## src/sv/cds_pkg.sv

```systemverilog
// Shared types, opcodes and the month length table for the calendar date stepper.
// No dependencies; every other file imports this package.
package cds_pkg;

   localparam logic [3:0]  MonthsPerYear = 4'd12;
   localparam logic [4:0]  LongMonthDays = 5'd31;
   localparam logic [15:0] ResetYear     = 16'd2000;
   // ceil(2^19 / 12): quotient by 12 is exact for dividends below 2^17
   localparam logic [15:0] RecipTwelve   = 16'd43691;
   localparam int          RecipShift    = 19;

   typedef enum logic [2:0] {
      OP_LOAD      = 3'd0,
      OP_ADD_YEARS = 3'd1,
      OP_ADD_MONTH = 3'd2,
      OP_ADD_DAYS  = 3'd3,
      OP_DAY_BACK  = 3'd4
   } op_type;

   typedef struct packed {
      logic [2:0]         operation;
      logic signed [15:0] amount;
      logic [4:0]         load_day;
      logic [3:0]         load_month;
      logic [15:0]        load_year;
   } req_item_type;

   typedef struct packed {
      logic [4:0]  cur_day;
      logic [3:0]  cur_month;
      logic [15:0] cur_year;
   } rsp_item_type;

   typedef enum logic [2:0] {
      DP_NOP,
      DP_LOAD,
      DP_ADD_YEAR,
      DP_DAY_BACK,
      DP_MON_MUL,
      DP_MON_APPLY,
      DP_CNT_LOAD,
      DP_DAY_STEP
   } dp_op_type;

   typedef enum logic [1:0] {
      JMP_NEXT,
      JMP_ALWAYS,
      JMP_NEG,
      JMP_CNT_GT1
   } jmp_type;

   typedef struct packed {
      dp_op_type  dp_op;
      jmp_type    jmp;
      logic [2:0] target;
      logic       fin;
   } uword_type;

   // sequencer to datapath
   typedef struct packed {
      dp_op_type dp_op;
   } ctrl_type;

   // datapath to sequencer
   typedef struct packed {
      logic neg;
      logic cnt_gt1;
   } status_type;

   function automatic logic [4:0] month_len(input logic [3:0] m);
      logic [4:0] len;
      case (m)
         4'd2:    len = 5'd28;
         4'd4:    len = 5'd30;
         4'd6:    len = 5'd30;
         4'd9:    len = 5'd30;
         4'd11:   len = 5'd30;
         default: len = LongMonthDays;
      endcase
      return len;
   endfunction

endpackage

```

## src/sv/cds_sequencer.sv

```systemverilog
// Microcode sequencer: step counter, control store and jump logic.
// Depends on cds_pkg.
module cds_sequencer
   import cds_pkg::*;
(
   input  logic       clock,
   input  logic       reset,
   input  logic       start,
   input  logic [2:0] operation,
   input  status_type status,
   input  logic       rsp_free,
   output ctrl_type   ctrl,
   output logic       busy,
   output logic       capture
);

   localparam logic [2:0] UaLoad    = 3'd0;
   localparam logic [2:0] UaYear    = 3'd1;
   localparam logic [2:0] UaBack    = 3'd2;
   localparam logic [2:0] UaMonMul  = 3'd3;
   localparam logic [2:0] UaMonApp  = 3'd4;
   localparam logic [2:0] UaDayLoad = 3'd5;
   localparam logic [2:0] UaDayStep = 3'd6;
   localparam logic [2:0] UaFin     = 3'd7;

   logic       busy_ff, busy_in;
   logic [2:0] pc_ff, pc_in;
   uword_type  uw;
   logic       hit;
   logic [2:0] entry;

   // control store
   always_comb begin
      case (pc_ff)
         UaLoad:    uw = '{DP_LOAD,      JMP_ALWAYS,  UaFin,     1'b0};
         UaYear:    uw = '{DP_ADD_YEAR,  JMP_ALWAYS,  UaFin,     1'b0};
         UaBack:    uw = '{DP_DAY_BACK,  JMP_ALWAYS,  UaFin,     1'b0};
         UaMonMul:  uw = '{DP_MON_MUL,   JMP_NEG,     UaFin,     1'b0};
         UaMonApp:  uw = '{DP_MON_APPLY, JMP_ALWAYS,  UaFin,     1'b0};
         UaDayLoad: uw = '{DP_CNT_LOAD,  JMP_NEG,     UaFin,     1'b0};
         UaDayStep: uw = '{DP_DAY_STEP,  JMP_CNT_GT1, UaDayStep, 1'b0};
         default:   uw = '{DP_NOP,       JMP_NEXT,    UaFin,     1'b1};
      endcase
   end

   // dispatch on the item's opcode; unused codes go straight to the result step
   always_comb begin
      case (operation)
         OP_LOAD:      entry = UaLoad;
         OP_ADD_YEARS: entry = UaYear;
         OP_ADD_MONTH: entry = UaMonMul;
         OP_ADD_DAYS:  entry = UaDayLoad;
         OP_DAY_BACK:  entry = UaBack;
         default:      entry = UaFin;
      endcase
   end

   always_comb begin
      case (uw.jmp)
         JMP_ALWAYS:  hit = 1'b1;
         JMP_NEG:     hit = status.neg;
         JMP_CNT_GT1: hit = status.cnt_gt1;
         default:     hit = 1'b0;
      endcase
   end

   always_comb begin
      busy_in = busy_ff;
      pc_in   = pc_ff;
      capture = 1'b0;
      if (!busy_ff) begin
         if (start) begin
            busy_in = 1'b1;
            pc_in   = entry;
         end
      end else if (uw.fin) begin
         // hold until the result register can take the item
         if (rsp_free) begin
            busy_in = 1'b0;
            capture = 1'b1;
         end
      end else begin
         pc_in = hit ? uw.target : pc_ff + 3'd1;
      end
      ctrl.dp_op = busy_ff ? uw.dp_op : DP_NOP;
      busy       = busy_ff;
   end

   always_ff @(posedge clock) begin
      if (reset) begin
         busy_ff <= 1'b0;
         pc_ff   <= UaFin;
      end else begin
         busy_ff <= busy_in;
         pc_ff   <= pc_in;
      end
   end

endmodule

```

## src/sv/cds_datapath.sv

```systemverilog
// Date registers and the arithmetic that the control words select.
// Depends on cds_pkg.
module cds_datapath
   import cds_pkg::*;
(
   input  logic         clock,
   input  logic         reset,
   input  ctrl_type     ctrl,
   input  req_item_type item,
   output status_type   status,
   output rsp_item_type date
);

   logic [4:0]  day_ff, day_in;
   logic [3:0]  month_ff, month_in;
   logic [15:0] year_ff, year_in;
   logic [14:0] cnt_ff, cnt_in;
   logic [15:0] total_ff, total_in;
   logic [31:0] prod_ff, prod_in;

   logic [3:0]  ld_month;
   logic [4:0]  ld_len;
   logic [4:0]  ld_day;
   logic [4:0]  cur_len;
   logic [4:0]  prev_len;
   logic [12:0] quot;
   logic [15:0] rem;

   always_comb begin
      ld_month = (item.load_month == 4'd0) ? 4'd1 :
                 (item.load_month > MonthsPerYear) ? MonthsPerYear : item.load_month;
      ld_len   = month_len(ld_month);
      ld_day   = (item.load_day == 5'd0) ? 5'd1 :
                 (item.load_day > ld_len) ? ld_len : item.load_day;
      cur_len  = month_len(month_ff);
      prev_len = month_len(month_ff - 4'd1);
      quot     = prod_ff[31:RecipShift];
      rem      = total_ff - ({3'd0, quot} << 3) - ({3'd0, quot} << 2);
   end

   always_comb begin
      day_in   = day_ff;
      month_in = month_ff;
      year_in  = year_ff;
      cnt_in   = cnt_ff;
      total_in = total_ff;
      prod_in  = prod_ff;
      case (ctrl.dp_op)
         DP_LOAD: begin
            day_in   = ld_day;
            month_in = ld_month;
            year_in  = item.load_year;
         end
         DP_ADD_YEAR: begin
            year_in = year_ff + item.amount;
         end
         DP_DAY_BACK: begin
            if (day_ff <= 5'd1) begin
               if (month_ff <= 4'd1) begin
                  month_in = MonthsPerYear;
                  day_in   = LongMonthDays;
                  year_in  = year_ff - 16'd1;
               end else begin
                  month_in = month_ff - 4'd1;
                  day_in   = prev_len;
               end
            end else begin
               day_in = day_ff - 5'd1;
            end
         end
         DP_MON_MUL: begin
            // month is always 1..12, amount non-negative when this result is used
            total_in = {12'd0, month_ff - 4'd1} + item.amount;
            prod_in  = {16'd0, total_in} * {16'd0, RecipTwelve};
         end
         DP_MON_APPLY: begin
            month_in = rem[3:0] + 4'd1;
            year_in  = year_ff + {3'd0, quot};
         end
         DP_CNT_LOAD: begin
            cnt_in = item.amount[14:0];
         end
         DP_DAY_STEP: begin
            if (cnt_ff != 15'd0) begin
               cnt_in = cnt_ff - 15'd1;
               // a day at or past the month end rolls to the 1st
               if (day_ff >= cur_len) begin
                  day_in = 5'd1;
                  if (month_ff >= MonthsPerYear) begin
                     month_in = 4'd1;
                     year_in  = year_ff + 16'd1;
                  end else begin
                     month_in = month_ff + 4'd1;
                  end
               end else begin
                  day_in = day_ff + 5'd1;
               end
            end
         end
         default: begin
         end
      endcase
   end

   always_ff @(posedge clock) begin
      if (reset) begin
         day_ff   <= 5'd1;
         month_ff <= 4'd1;
         year_ff  <= ResetYear;
      end else begin
         day_ff   <= day_in;
         month_ff <= month_in;
         year_ff  <= year_in;
      end
   end

   always_ff @(posedge clock) begin
      cnt_ff   <= cnt_in;
      total_ff <= total_in;
      prod_ff  <= prod_in;
   end

   assign status.neg     = item.amount[15];
   assign status.cnt_gt1 = cnt_ff > 15'd1;
   assign date.cur_day   = day_ff;
   assign date.cur_month = month_ff;
   assign date.cur_year  = year_ff;

endmodule

```

## src/sv/calendar_date_stepper.sv

```systemverilog
// Calendar date stepper: one item at a time, the result register frees the input side.
// Per item: unused codes go straight to the result step; load, add years and step back
// run their datapath word; add months multiplies, then applies; add N days loads a count
// and steps day by day; both skip on a negative amount. Capture waits for a free result.
// Synchronous active-high reset sets the date to 1.1.2000 and empties the result register.
// Depends on cds_pkg, cds_sequencer and cds_datapath.
module calendar_date_stepper
   import cds_pkg::*;
(
   input  logic         clock,
   input  logic         reset,
   input  logic         req_valid,
   output logic         req_stall,
   input  req_item_type req_item,
   output logic         rsp_valid,
   input  logic         rsp_stall,
   output rsp_item_type rsp_item
);

   req_item_type item_ff;
   logic         rsp_valid_ff, rsp_valid_in;
   rsp_item_type rsp_item_ff;
   logic         accept;
   logic         busy;
   logic         capture;
   logic         rsp_free;
   ctrl_type     ctrl;
   status_type   status;
   rsp_item_type date;

   assign req_stall = busy;
   assign accept    = req_valid && !busy;
   assign rsp_free  = !rsp_valid_ff || !rsp_stall;

   cds_sequencer u_seq (
      .clock     (clock),
      .reset     (reset),
      .start     (accept),
      .operation (req_item.operation),
      .status    (status),
      .rsp_free  (rsp_free),
      .ctrl      (ctrl),
      .busy      (busy),
      .capture   (capture)
   );

   cds_datapath u_dp (
      .clock  (clock),
      .reset  (reset),
      .ctrl   (ctrl),
      .item   (item_ff),
      .status (status),
      .date   (date)
   );

   always_ff @(posedge clock) begin
      if (accept) begin
         item_ff <= req_item;
      end
      if (capture) begin
         rsp_item_ff <= date;
      end
   end

   always_comb begin
      rsp_valid_in = rsp_valid_ff;
      if (capture) begin
         rsp_valid_in = 1'b1;
      end else if (!rsp_stall) begin
         rsp_valid_in = 1'b0;
      end
   end

   always_ff @(posedge clock) begin
      if (reset) begin
         rsp_valid_ff <= 1'b0;
      end else begin
         rsp_valid_ff <= rsp_valid_in;
      end
   end

   assign rsp_valid = rsp_valid_ff;
   assign rsp_item  = rsp_item_ff;

`ifndef SYNTHESIS
   a_busy_after_accept: assert property (@(posedge clock) disable iff (reset)
      (req_valid && !req_stall) |=> req_stall)
      else $error("input side not busy after accepting an item");

   a_month_range: assert property (@(posedge clock) disable iff (reset)
      rsp_valid |-> (rsp_item.cur_month >= 4'd1 && rsp_item.cur_month <= MonthsPerYear))
      else $error("result month out of range");

   a_day_nonzero: assert property (@(posedge clock) disable iff (reset)
      rsp_valid |-> (rsp_item.cur_day != 5'd0))
      else $error("result day is zero");

   a_capture_when_free: assert property (@(posedge clock) disable iff (reset)
      capture |-> rsp_free)
      else $error("result captured over an untaken item");
`endif

endmodule
```

## config.mk

```make
export PLATFORM = sky130hd
export DESIGN_NAME = calendar_date_stepper
export DESIGN_NICKNAME = d
export VERILOG_FILES = /design/src/sv/cds_pkg.sv /design/src/sv/cds_sequencer.sv /design/src/sv/cds_datapath.sv /design/src/sv/calendar_date_stepper.sv
export SDC_FILE = /design/constraint.sdc
export NUM_CORES = 1
export LEC_CHECK = 0
export ABC_CLOCK_PERIOD_IN_PS = 8950
export BUFFER_PORTS_ARGS = -buffer_cell sky130_fd_sc_hd__buf_2
export CAP_MARGIN = 0
export CORE_AREA = 2 2 145 147
export DETAILED_ROUTE_END_ITERATION = 6
export DIE_AREA = 0 0 147 149
export HOLD_SLACK_MARGIN = 0.05
export PLACE_DENSITY = 0.78
export SLEW_MARGIN = 20
export SYNTH_ARGS = -nofsm -noshare
export SYNTH_HDL_FRONTEND = slang
export SYNTH_HIERARCHICAL = 1
export SYNTH_SLANG_ARGS = --single-unit
```

## constraint.sdc

```tcl
create_clock -name clock -period 8.95 [get_ports clock]
set_input_delay 2.2375 -clock clock [delete_from_list [all_inputs] [get_ports clock]]
set_output_delay 2.2375 -clock clock [all_outputs]
set_load 0.005 [all_outputs]
```

---- Word level (Yosys, flattened, before mapping) ----
Index checks and enable logic that the tools add are counted.
storage, ports and cells
  flip-flop bits (word level) ............. 147
  input port bits ......................... 48
  output and inout bits ................... 27
  logic and storage cells ................. 146
cells by class
  multipliers ............................. 1
  magnitude comparators ................... 7
  reduce and logical (&&, ||, !) cells .... 23
  mux-type cells .......................... 43
  equality and inequality tests ........... 42
  $add $sub $neg .......................... 14
operator list
  cell                                                             count
  two-way mux 16 bit                                               5
  one-hot mux 16 bit (5 select lines)                              1
  one-hot mux 9 bit (7 select lines)                               1
  multiplier 16 x 16 -> 32 bit (second input constant)             1
  one-hot mux 15 bit (2 select lines)                              1
  two-way mux 4 bit                                                7
  two-way mux 5 bit                                                5
  equality test 3 bit (second input constant)                      8
  equality test 4 x 3 -> 1 bit (second input constant)             6
  equality test 4 bit (second input constant)                      6
  equality test 3 x 2 -> 1 bit (second input constant)             6
  adder 16 x 1 -> 16 bit (second input constant)                   1
  adder 16 x 13 -> 16 bit                                          1
  adder 16 bit                                                     1
  adder 4 x 16 -> 16 bit                                           1
  one-hot mux 4 bit (4 select lines)                               1
  subtractor 16 x 1 -> 16 bit (second input constant)              1
  greater-than comparator 15 x 1 -> 1 bit (second input constant)  1
  two-way mux 15 bit                                               1
  two-way mux 3 bit                                                5
  one-hot mux 3 bit (5 select lines)                               1
  one-hot mux 5 bit (3 select lines)                               1
  nonzero test 15 bit                                              1
  subtractor 15 x 1 -> 15 bit (second input constant)              1
  36 further kinds                                                 66

---- Logic depth before layout (Yosys ltp) ----
  word-level depth ........................ 10
  mapped depth ............................ 30
  mapped depth without buffers ............ 29

---- By module ----
The synthesis kept the hierarchy.
by module, submodules not included
  module                 area an instance (um^2)  times used  cells an instance  sequential area each (um^2)
  cds_datapath           9454.1                   1           1104               1461.4
  calendar_date_stepper  2110.8                   1           74                 2092.0
  cds_sequencer          432.9                    1           52                 80.1

---- Worst setup path before layout ----
No wires, ideal clock.
  path type ............................... flip-flop to flip-flop
  start ................................... reg u_dp.month_ff[0]
  end ..................................... reg u_dp.prod_ff[28], data pin
  data arrival time ....................... 6.976 ns
  library setup time ...................... 0.152 ns
  stages on the path, launching flop included .. 30
  buffers on the path ..................... 0
  path slack .............................. 1.822 ns
  clock period less this slack ............ 7.128 ns
  required time ........................... 8.798 ns
  cells stage by stage .................... dfxtp_1 inv_1 ha_1 inv_1 fa_1 a21oi_1 nor2_1 nor2_1 nor2_1 and3_1 xnor2_1 inv_1 ha_1 ha_1 inv_1 fa_1 inv_1 fa_1 fa_1 inv_1 fa_1 inv_1 ha_1 and3_1 and2_1 a221oi_1 o21ai_0 o22a_1 a211o_1 o21ai_0
on the way
  longest elaborated chain between the ends .. 3
RTL lines
  what                          RTL line             source
  start, declared               cds_datapath.sv:15   logic [3:0] month_ff, month_in;
  start signal, assigned        cds_datapath.sv:112  month_ff <= month_in;
  subtractor 4 x 1 -> 4 bit     cds_datapath.sv:73   total_in = {12'd0, month_ff - 4'd1} + item.amount;
  adder 4 x 16 -> 16 bit        cds_datapath.sv:73
  multiplier 16 x 16 -> 32 bit  cds_datapath.sv:74   prod_in = {16'd0, total_in} * {16'd0, RecipTwelve};
  end signal, assigned          cds_datapath.sv:120  prod_ff <= prod_in;
  end, declared                 cds_datapath.sv:19   logic [31:0] prod_ff, prod_in;
Every way passes these cells.
A chain may end at the register's enable or synchronous reset.

---- Final worst setup path ----
  start ................................... reg u_dp.month_ff[0]
  end ..................................... reg u_dp.prod_ff[24], data pin
The elaborated chain is that of the path after synthesis.

==> flow_summary.html <==
<table>
<tr><th>Metric</th><th>Value</th></tr>
<tr><th colspan="2">Run status</th></tr>
<tr><td>Run status</td><td>finished clean</td></tr>
<tr><th colspan="2">Yosys</th></tr>
<tr><td>Post-synth net total</td><td>1,520</td></tr>
<tr><td>Synthesized area divided by synthesized cell count</td><td>9.70 um2</td></tr>
<tr><td>Yosys Warn Count</td><td>6</td></tr>
<tr><td>Post-synthesis cell area</td><td>0.0119 mm2</td></tr>
<tr><td>Post-Synthesis Cells</td><td>1,227</td></tr>
<tr><th colspan="2">Clock network</th></tr>
<tr><td>Max clock buf depth</td><td>2</td></tr>
<tr><td>Clk sink count</td><td>128</td></tr>
<tr><td>Insertion delay of the later-clocked pin in the worst-skew pair</td><td>0.42 ns</td></tr>
<tr><td>Setup repair bufs after CTS</td><td>0</td></tr>
<tr><td>Root Driver</td><td>sky130_fd_sc_hd__clkbuf_16</td></tr>
<tr><td>Count of H-tree levels built during CTS</td><td>4</td></tr>
<tr><td>Clock-pin slew reported for the worst setup and hold paths after clock tree synthesis</td><td>0.06 ns</td></tr>
<tr><td>TritonCTS clock tree</td><td>built</td></tr>
<tr><td>Number of resized instances in the post-cts repair step</td><td>0</td></tr>
<tr><td>CTS Hold Bufs</td><td>0</td></tr>
<tr><td>Number of CTS-inserted buffers</td><td>17</td></tr>
<tr><th colspan="2">Timing</th></tr>
<tr><td># setup viols final</td><td>0</td></tr>
<tr><td>Final worst path period share</td><td>0.905</td></tr>
<tr><td>Number of endpoints with negative hold slack in the final report</td><td>0</td></tr>
<tr><td>Worst slew margin</td><td>0.452</td></tr>
<tr><td>Max Fclk</td><td>123 MHz</td></tr>
<tr><td>Slew Viols, Final</td><td>0</td></tr>
<tr><td>Min cycle time layout</td><td>8.10 ns</td></tr>
<tr><td>Worst-case clock skew</td><td>0.0102 ns</td></tr>
<tr><td>Fin Setup TNS</td><td>0 ns</td></tr>
<tr><td>RSZ-0062 raised after global routing</td><td>false</td></tr>
<tr><td>Worst-Margin Slew</td><td>0.814 ns</td></tr>
<tr><td>Smallest hold slack</td><td>0.471 ns</td></tr>
<tr><th colspan="2">Worst setup path</th></tr>
<tr><td>Startpoint type of the worst setup path</td><td>register</td></tr>
<tr><td>Largest driver fanout on the critical path</td><td>9</td></tr>
<tr><td>Reg-to-reg slack, setup</td><td>0.85 ns</td></tr>
<tr><td>Worst Setup Path Type</td><td>reg2reg</td></tr>
<tr><td>Critical path's top delay family</td><td>adder cells</td></tr>
<tr><td>Critical Path Max Stage Delay</td><td>0.55 ns</td></tr>
<tr><td>Number of buffer and inverter instances along the worst setup path</td><td>6</td></tr>
<tr><td>Required time of the worst setup path</td><td>9.11 ns</td></tr>
<tr><td>Setup crit end kind</td><td>register</td></tr>
<tr><td>Worst path most repeated cell</td><td>sky130_fd_sc_hd__inv_1</td></tr>
<tr><td>Critical Path Slowest Stage Cell</td><td>sky130_fd_sc_hd__fa_1</td></tr>
<tr><td>Data arrival time at the worst-slack endpoint</td><td>8.26 ns</td></tr>
<tr><th colspan="2">Drt</th></tr>
<tr><td>Final wirelength</td><td>29,200 um</td></tr>
<tr><td>DR pass1 iterations</td><td>5</td></tr>
<tr><td>Post-route DRC violation count</td><td>0</td></tr>
<tr><td>Vias per cell</td><td>5.93</td></tr>
<tr><td>Vias</td><td>9,394</td></tr>
<tr><td>Drt initial violations</td><td>519</td></tr>
<tr><td>Average detailed-routed wire length per instance</td><td>18.5 um</td></tr>
<tr><td>Count of antenna-violating nets left after detailed routing</td><td>0</td></tr>
<tr><th colspan="2">Layout</th></tr>
<tr><td>Layout-stage area growth over the synthesis result</td><td>10.4%</td></tr>
<tr><td>Number of antenna repair diodes</td><td>0</td></tr>
<tr><td>Area of combinational cells with multiple inputs</td><td>0.00758 mm2</td></tr>
<tr><td>Share of layout cells above drive strength 1</td><td>0.112</td></tr>
<tr><td>End-of-flow core utilization</td><td>0.640</td></tr>
<tr><td>FF+latch area</td><td>0.00354 mm2</td></tr>
<tr><td>Final nets</td><td>1,589</td></tr>
<tr><td>Number of filler instances in the final layout</td><td>1,693</td></tr>
<tr><td>Final Instance Count excl. Fillers</td><td>1,584</td></tr>
<tr><th colspan="2">Floorplanning</th></tr>
<tr><td>Die height</td><td>149 um</td></tr>
<tr><td>I/O pins</td><td>75</td></tr>
<tr><td>Number of rows in the core area</td><td>53</td></tr>
<tr><td>Core region area</td><td>0.0206 mm2</td></tr>
<tr><td>Area enclosed by the die boundary</td><td>0.0219 mm2</td></tr>
<tr><td>Overall die width</td><td>147 um</td></tr>
<tr><td>Starting utilization of the core area</td><td>0.579</td></tr>
<tr><th colspan="2">Place</th></tr>
<tr><td>Last weighted congestion value of the routability-driven placer</td><td>0.976</td></tr>
<tr><td>Post-placement cell count</td><td>1,552</td></tr>
<tr><td>Input/output buffers</td><td>74</td></tr>
<tr><td>Post-DP HPWL</td><td>23,000 um</td></tr>
<tr><th colspan="2">Global route</th></tr>
<tr><td>Residual overflow from global routing</td><td>0</td></tr>
<tr><td>Global router's overall resource usage</td><td>0.272</td></tr>
<tr><td>Pin count of the biggest net entering global routing</td><td>44</td></tr>
<tr><td>Vias in the first global route</td><td>9,313</td></tr>
<tr><td>Wire length of the first global-routing pass</td><td>46,900 um</td></tr>
<tr><td>Initial antenna violation count</td><td>0</td></tr>
<tr><th colspan="2">Run</th></tr>
<tr><td>Max-capacitance violation count</td><td>0</td></tr>
<tr><th colspan="2">Hold path</th></tr>
<tr><td>Path class of the lowest-slack min-delay path</td><td>reg2reg</td></tr>
</table>
-- per-stage QoR --
stage / worst slack, ns / area [um2]
2_1_floorplan: 1.82 / 11900
3_3_place_gp: 1.27 / 12600
3_5_place_dp: 0.971 / 12600
4_1_cts: 0.961 / 13100
5_1_grt: 0.371 / 13100
6_report: 0.852 / 13100
-- layout by cell type, fill, tap and decap left out, drive strengths merged, types with 5 or more instances in the layout --
cell      n
clkinv    5
o21ai    54
and3     13
nor2     91
a31oi    11
nand2    74
a211oi    9
o31ai     7
nor3     25
a211o     5
nand2b   14
nor4      8
nand3    19
ha      171
and2     10
edfxtp   98
dfxtp    30
a21o     17
o22ai     6
o211ai    8
xnor2    49
o21a     15
o21bai    6
clkbuf   20
nand4     8
inv     172
xor2     20
a311oi    8
buf      87
or4       5
a21oi    90
o221ai    6
nor2b    10
fa       74
-- layer usage --
metal | vias up | global-route usage | part of all wire
met5 | - | 0 | 0
li1 | 4451 | - | -
met4 | 0 | 0.107 | 0.033
met1 | 4544 | 0.352 | 0.42
met3 | 70 | 0.0453 | 0.060
met2 | 329 | 0.462 | 0.49
-- final timing paths --
| path | start | to | cells past startpoint |
|---|---|---|---|
| worst max-delay path | u_dp/month_ff[0] | u_dp/prod_ff[24] | 27 |
| worst min-delay path | u_dp/year_ff[13] | rsp_item[13] | 0 |
| worst min register to register | u_dp/year_ff[13] | rsp_item[13] | 0 |
| worst max register to register | u_dp/month_ff[0] | u_dp/prod_ff[24] | 27 |
-- registers in the layout, indices dropped and copies added, names as in the netlist --
register       flops
item_ff           41
rsp_item          25
u_dp/year_ff      16
u_dp/cnt_ff       15
u_dp/prod_ff      13
u_dp/day_ff        5
u_dp/month_ff      4
u_dp/total_ff      4
u_seq/pc_ff        3
rsp_valid          1
u_seq/busy         1
-- cell type report --
type | count | share of cell area
multi-input cells | 892 | 0.577
flip-flops and latches | 128 | 0.270
inverters | 170 | 0.0485
repair buffers | 87 | 0.0356
clock buffers | 20 | 0.0332
well taps | 275 | 0.0262
clock inverters | 12 | 0.0104
Power is left out: the tool's default activity adds up to more than one toggle a clock period on the data nets, which glitch-free logic cannot reach.
